===== src/hdl/u2d_pkg.sv =====
// Shared types and constants for the 64-bit decimal ASCII converter.
package u2d_pkg;

    localparam int MAX_DIGITS_DEF = 20;
    localparam int VALUE_W        = 64;
    localparam int CAP_W          = 5;
    localparam int CHAR_W         = 8;
    localparam int DIGIT_W        = 4;
    localparam int CNT_W          = $clog2(VALUE_W);

    localparam logic [CHAR_W-1:0]  CHAR_ZERO = 8'h30;
    localparam logic [CHAR_W-1:0]  CHAR_NUL  = 8'h00;
    localparam logic [DIGIT_W-1:0] BCD_FIVE  = 4'd5;
    localparam logic [DIGIT_W-1:0] BCD_THREE = 4'd3;

    typedef struct packed {
        logic [VALUE_W-1:0] value;
        logic [CAP_W-1:0]   capacity;
    } t_in;

    typedef struct packed {
        logic [CHAR_W-1:0] out_char;
        logic              written;
        logic              last;
    } t_out;

    typedef struct packed {
        logic clear;
        logic bit_shift;
        logic dig_shift;
    } t_cell_ctrl;

endpackage


===== src/hdl/u2d_cell.sv =====
// One BCD digit cell: shift-add-3 step during conversion, digit shift during output.
module u2d_cell (
    input  logic                       i_clk,
    input  u2d_pkg::t_cell_ctrl        i_ctrl,
    input  logic                       i_bit,
    input  logic [u2d_pkg::DIGIT_W-1:0] i_digit,
    output logic                       o_bit,
    output logic [u2d_pkg::DIGIT_W-1:0] o_digit
);
    import u2d_pkg::*;

    logic [DIGIT_W-1:0] r_digit;
    logic [DIGIT_W-1:0] n_digit;
    logic [DIGIT_W-1:0] adj;

    assign adj     = (r_digit >= BCD_FIVE) ? r_digit + BCD_THREE : r_digit;
    assign o_bit   = adj[DIGIT_W-1];
    assign o_digit = r_digit;

    always_comb begin
        n_digit = r_digit;
        if (i_ctrl.clear) begin
            n_digit = '0;
        end else if (i_ctrl.bit_shift) begin
            n_digit = {adj[DIGIT_W-2:0], i_bit};
        end else if (i_ctrl.dig_shift) begin
            n_digit = i_digit;
        end
    end

    always_ff @(posedge i_clk) begin
        r_digit <= n_digit;
    end

endmodule


===== src/hdl/uint64_to_decimal_ascii.sv =====
// Top level: 64-bit unsigned value to decimal ASCII characters, terminator last.
// A word is shifted through the shift-add-3 cell chain, then leading zero digits are dropped,
// then one character is emitted per digit, followed by the terminator.
// Results are registered; the next word can be accepted once the terminator has been produced,
// and capacity zero skips conversion and emits only the terminator.
// Synchronous active-low reset returns the block to idle with no strobe pending.
module uint64_to_decimal_ascii #(
    parameter int MAX_DIGITS = u2d_pkg::MAX_DIGITS_DEF
) (
    input  logic           i_clk,
    input  logic           i_rst_n,
    input  logic           start,
    output logic           busy,
    input  u2d_pkg::t_in   i_item,
    output logic           o_strobe,
    output u2d_pkg::t_out  o_result
);
    import u2d_pkg::*;

    localparam int DL_W = $clog2(MAX_DIGITS + 1);

    typedef enum logic [3:0] {
        S_IDLE = 4'b0001,
        S_CONV = 4'b0010,
        S_SKIP = 4'b0100,
        S_EMIT = 4'b1000
    } t_state;

    t_state              r_state, n_state;
    logic [VALUE_W-1:0]  r_val, n_val;
    logic [CNT_W-1:0]    r_cnt, n_cnt;
    logic                r_ovf, n_ovf;
    logic [DL_W-1:0]     r_dleft, n_dleft;
    logic [CAP_W-1:0]    r_cleft, n_cleft;
    logic                r_strobe, n_strobe;
    t_out                r_result, n_result;

    t_cell_ctrl          ctrl;
    logic [MAX_DIGITS:0] w_bit;
    logic [DIGIT_W-1:0]  w_dig [MAX_DIGITS+1];
    logic [DIGIT_W-1:0]  top_digit;
    logic                accept;

    assign accept    = start && (r_state == S_IDLE);
    assign busy      = (r_state != S_IDLE);
    assign w_bit[0]  = r_val[VALUE_W-1];
    assign w_dig[0]  = '0;
    assign top_digit = w_dig[MAX_DIGITS];

    for (genvar g = 0; g < MAX_DIGITS; g++) begin : g_cell
        u2d_cell u_cell (
            .i_clk   (i_clk),
            .i_ctrl  (ctrl),
            .i_bit   (w_bit[g]),
            .i_digit (w_dig[g]),
            .o_bit   (w_bit[g+1]),
            .o_digit (w_dig[g+1])
        );
    end

    always_comb begin
        n_state  = r_state;
        n_val    = r_val;
        n_cnt    = r_cnt;
        n_ovf    = r_ovf;
        n_dleft  = r_dleft;
        n_cleft  = r_cleft;
        n_strobe = 1'b0;
        n_result = r_result;
        ctrl     = '0;
        unique case (r_state)
            S_IDLE: begin
                if (accept) begin
                    ctrl.clear = 1'b1;
                    n_val      = i_item.value;
                    n_cnt      = '0;
                    n_ovf      = 1'b0;
                    n_cleft    = i_item.capacity;
                    n_dleft    = '0;
                    n_state    = (i_item.capacity == '0) ? S_EMIT : S_CONV;
                end
            end
            S_CONV: begin
                ctrl.bit_shift = 1'b1;
                n_val          = {r_val[VALUE_W-2:0], 1'b0};
                n_ovf          = r_ovf | w_bit[MAX_DIGITS];
                n_cnt          = r_cnt + 1'b1;
                if (r_cnt == CNT_W'(VALUE_W - 1)) begin
                    n_dleft = DL_W'(MAX_DIGITS);
                    n_state = S_SKIP;
                end
            end
            S_SKIP: begin
                if (r_ovf || (top_digit != '0) || (r_dleft == DL_W'(1))) begin
                    n_state = S_EMIT;
                end else begin
                    ctrl.dig_shift = 1'b1;
                    n_dleft        = r_dleft - 1'b1;
                end
            end
            S_EMIT: begin
                n_strobe = 1'b1;
                if ((r_dleft != '0) && (r_cleft > CAP_W'(1))) begin
                    ctrl.dig_shift   = 1'b1;
                    n_dleft          = r_dleft - 1'b1;
                    n_cleft          = r_cleft - 1'b1;
                    n_result.out_char = CHAR_ZERO | {{(CHAR_W-DIGIT_W){1'b0}}, top_digit};
                    n_result.written  = 1'b1;
                    n_result.last     = 1'b0;
                end else begin
                    n_result.out_char = CHAR_NUL;
                    n_result.written  = (r_cleft != '0);
                    n_result.last     = 1'b1;
                    n_state           = S_IDLE;
                end
            end
            default: n_state = S_IDLE;
        endcase
    end

    always_ff @(posedge i_clk) begin
        if (!i_rst_n) begin
            r_state  <= S_IDLE;
            r_strobe <= 1'b0;
        end else begin
            r_state  <= n_state;
            r_strobe <= n_strobe;
        end
        r_val    <= n_val;
        r_cnt    <= n_cnt;
        r_ovf    <= n_ovf;
        r_dleft  <= n_dleft;
        r_cleft  <= n_cleft;
        r_result <= n_result;
    end

    assign o_strobe = r_strobe;
    assign o_result = r_result;

endmodule


===== config.mk =====
export PLATFORM = sky130hd
export DESIGN_NAME = uint64_to_decimal_ascii
export DESIGN_NICKNAME = d
export VERILOG_FILES = /design/src/hdl/u2d_pkg.sv /design/src/hdl/u2d_cell.sv /design/src/hdl/uint64_to_decimal_ascii.sv
export SDC_FILE = /design/constraint.sdc
export NUM_CORES = 1
export LEC_CHECK = 0
export ABC_AREA = 1
export CAP_MARGIN = 15
export CORE_MARGIN = 4
export CORE_UTILIZATION = 65
export DETAILED_ROUTE_END_ITERATION = 10
export DONT_BUFFER_PORTS = 1
export GPL_ROUTABILITY_DRIVEN = 0
export PLACE_DENSITY_LB_ADDON = 0.25
export SLEW_MARGIN = 25
export SYNTH_ARGS = -nofsm -noshare
export SYNTH_HDL_FRONTEND = slang
export SYNTH_SLANG_ARGS = --single-unit

===== constraint.sdc =====
create_clock -name i_clk -period 4.4 [get_ports i_clk]
set_clock_uncertainty 0.05 [all_clocks]
set_input_delay 0.88 -clock i_clk [delete_from_list [all_inputs] [get_ports i_clk]]
set_output_delay 0.88 -clock i_clk [all_outputs]
set_load 0.02 [all_outputs]

==> results.cfg <==
[synthesis]
async_flop_share_pct = 0
synthCells = 1549
synth-seq-cells = 173
synth_compound_area_share_pct = 4.50
syn_area_per_cell_um2 = 6.86
synth_ff_type = edfxtp_1
yosysUniqueCellTypes = 31
synth.area.mux_share_pct = 0
syn_area_mm2 = 0.0106
yosysSeqAreaShare_pct = 40.9
yosys.area.top_type_share_pct = 24.9
synth_top_family_by_area = simple AND/OR/NAND/NOR gates
synth_xor_area_share_pct = 0.495
synthTopCellsByArea = edfxtp_1 25%, nand2_1 20%, dfxtp_1 16%, inv_1 6.4%, nand4_1 5.9%
synthSimpleGateAreaFrac_pct = 38.5
synth-adder-area-share_pct = 5.65
yosysWarnings = 0
yosysTopAreaCell = edfxtp_1
synth_edf_count = 88

[finish]
fin_util_pct = 70.3
final_area_mm2 = 0.0112
nets = 1625
drive_gt1_share_pct = 3.49
syn_to_final_growth_pct = 5.51
num_antenna_cells = 0

[drt]
drc = 0
postRouteAntennaNets = 0
drt_iter0_drc = 703
routed_wl_um = 22200
drt-met1-wl_um = 10100
wl_met2_um = 10600
first_pass_iters = 7
wl_per_cell_um = 12.8
viasPerCell = 5.43
dr.max_layer_used = met4
wl_met3_um = 1170
vias = 9412

[power]
combPwrFrac_pct = 37.3
power-per-cell-area_mw_per_mm2 = 582
leakage_nw = 5.43
switchingPower_w = 0.00263
max-vdd-ir-drop_mv = 0.380
clock_power_share_pct = 22.3
sw_frac_of_total_pct = 40.2
pwr-share-seq_pct = 40.4
p_int_w = 0.00390

[worst_setup_path]
path_class = reg -> reg
worstPathMaxFanout = 58
cp.arrival_ns = 2.88
endpoint_kind = flop
worst_ep_required_time_ns = 4.41
start_kind = flop

[flow_run]
max_cap_violations = 0

[sta]
min_period_ns = 2.87
period_share_pct = 65.2
max_slew_margin_pct = 40.6
fin_setup_tns_ns = 0
worst_pin_slew_ns = 0.891
max_freq_mhz = 348
worst_slack_ns = 1.53
hold_viol = 0
setup_violations = 0
grt_setup_unrepaired = no
slew_violations = 0

[global_routing]
overflow = 0
grt_pass1_vias = 8651
grtUsageTotal_pct = 24.7
grt_start_max_net_pins = 150
grt_pass1_wl_um = 38100
antenna_found_initial = 0

[cts]
cts-hold-fix-buffers = 0
clk_pin_slew_ns = 0.06
postCtsResizedCells = 0
cts_buffers = 17
h-tree-depth = 4
cts-root-buf = clkbuf_16
cts_tree = done
clk_latency_ns = 0.43
cts_setup_buffers = 0
cts_max_path_buffers = 2
clkSinkCount = 173

[min_path]
hold_class = reg -> reg

[die]
start_util_pct = 66.6
ioPinCount = 84
core_area_mm2 = 0.0159
dieArea_mm2 = 0.0185
rows = 46
die_w_um = 136
die_h_um = 136

[placement]
dp_hpwl_um = 13400
pre_cts_ws_ns = 1.51
io_buffers = 0
place_area_mm2 = 0.0106

[status]
status = complete, no violations
## synthesized netlist by cell type (3+ instances only)
library cell and n:
nand2_1 572, inv_1 180, nor2_1 166, nand3_1 119, nand4_1 100, edfxtp_1 88, dfxtp_1 85, a21oi_1 55
ha_1 48, clkbuf_1 37, o21ai_0 32, buf_2 21, buf_4 7, inv_2 6, nand3_2 5, buf_6 4
buf_1 3, xnor2_1 3, xor2_1 3
## through the flow
stage	std cells	power (W)	hold WS [ns]
finish	1734	0.00653	0.462
detailed placement	1702	0.00508	0.450
floorplan	1550	0.00461	0.434
global route	1734	0.00706	0.477
global placement	1702	0.00500	0.442
CTS	1734	0.00655	0.465
## state kept, by name, summed over array words and instances, names as in the netlist
signal and cells:
r_state 4, r_val 64, r_cnt 6, r_ovf 1, g_cell.u_cell.o_digit 80, o_strobe 1
r_dleft 5, o_result 7, r_cleft 5
## routing by layer
| layer | vias up | global-route usage [%] |
|---|---|---|
| met5 | - | 0 |
| met4 | 0 | 7.45 |
| met3 | 32 | 4.29 |
| met2 | 274 | 42.2 |
| met1 | 4216 | 32.3 |
| li1 | 4890 | - |
## worst max-delay path: stages, from the launching register on
cell and delay [ns]:
dfxtp_1 0.32, nor2_1 0.25, nand3_4 0.50, inv_4 0.66
nor2_1 0.12, a211oi_1 0.59
## logic make-up after synthesis
| family | after synthesis |
|---|---|
| AND/OR/NAND/NOR | 970 |
| buffers and inverters | 258 |
| flip-flops | 173 |
| AO/OA/AOI/OAI | 93 |
| adder cells (fa/ha/maj) | 48 |
| XOR/XNOR | 6 |
| other | 1 |
## placed cells by master, fill, tap and decap left out, drive strengths merged
master	Yosys	routed
nand2	573	573
bufinv	0	1
a21oi	55	55
and3	1	1
o211ai	1	1
nor3	2	2
xnor2	3	3
nor3b	1	1
xor2	3	3
buf	35	8
clkinv	0	4
ha	48	48
inv	186	193
edfxtp	88	88
a211oi	1	1
clkinvlp	0	2
nand3	124	124
o21ai	32	32
a31oi	1	1
clkbuf	37	18
nor2	169	169
dfxtp	85	85
conb	1	2
o21bai	2	2
o22ai	1	1
nand4	100	100
## area by class of cell
type / instances / area (µm²)
well taps: 216 / 270
flip-flops and latches: 173 / 4340
clock inverters: 14 / 133
fillers: 1335 / 4730
inverters: 186 / 701
multi-input cells: 1119 / 5250
repair buffers: 8 / 85.1
clock buffers: 18 / 429
## power groups by stage
stage | combinational, W | clock (W) | sequential [W]
after CTS | 0.00244 | 0.00148 | 0.00263
after detailed placement | 0.00242 | 0 | 0.00266
after floorplan | 0.00201 | 0 | 0.00260
after global placement | 0.00236 | 0 | 0.00264
final | 0.00244 | 0.00146 | 0.00263
after global routing | 0.00282 | 0.00154 | 0.00270
## final timing paths
path	from	endpoint	slack [ns]	cells after the start
max	r_state[2]	r_dleft[2]	1.53	5
min	r_val[31]	r_val[32]	0.46	2
max reg2reg	r_state[2]	r_dleft[2]	1.53	5
min reg2reg	r_val[31]	r_val[32]	0.46	2
Power figures use the tool's default switching activity.
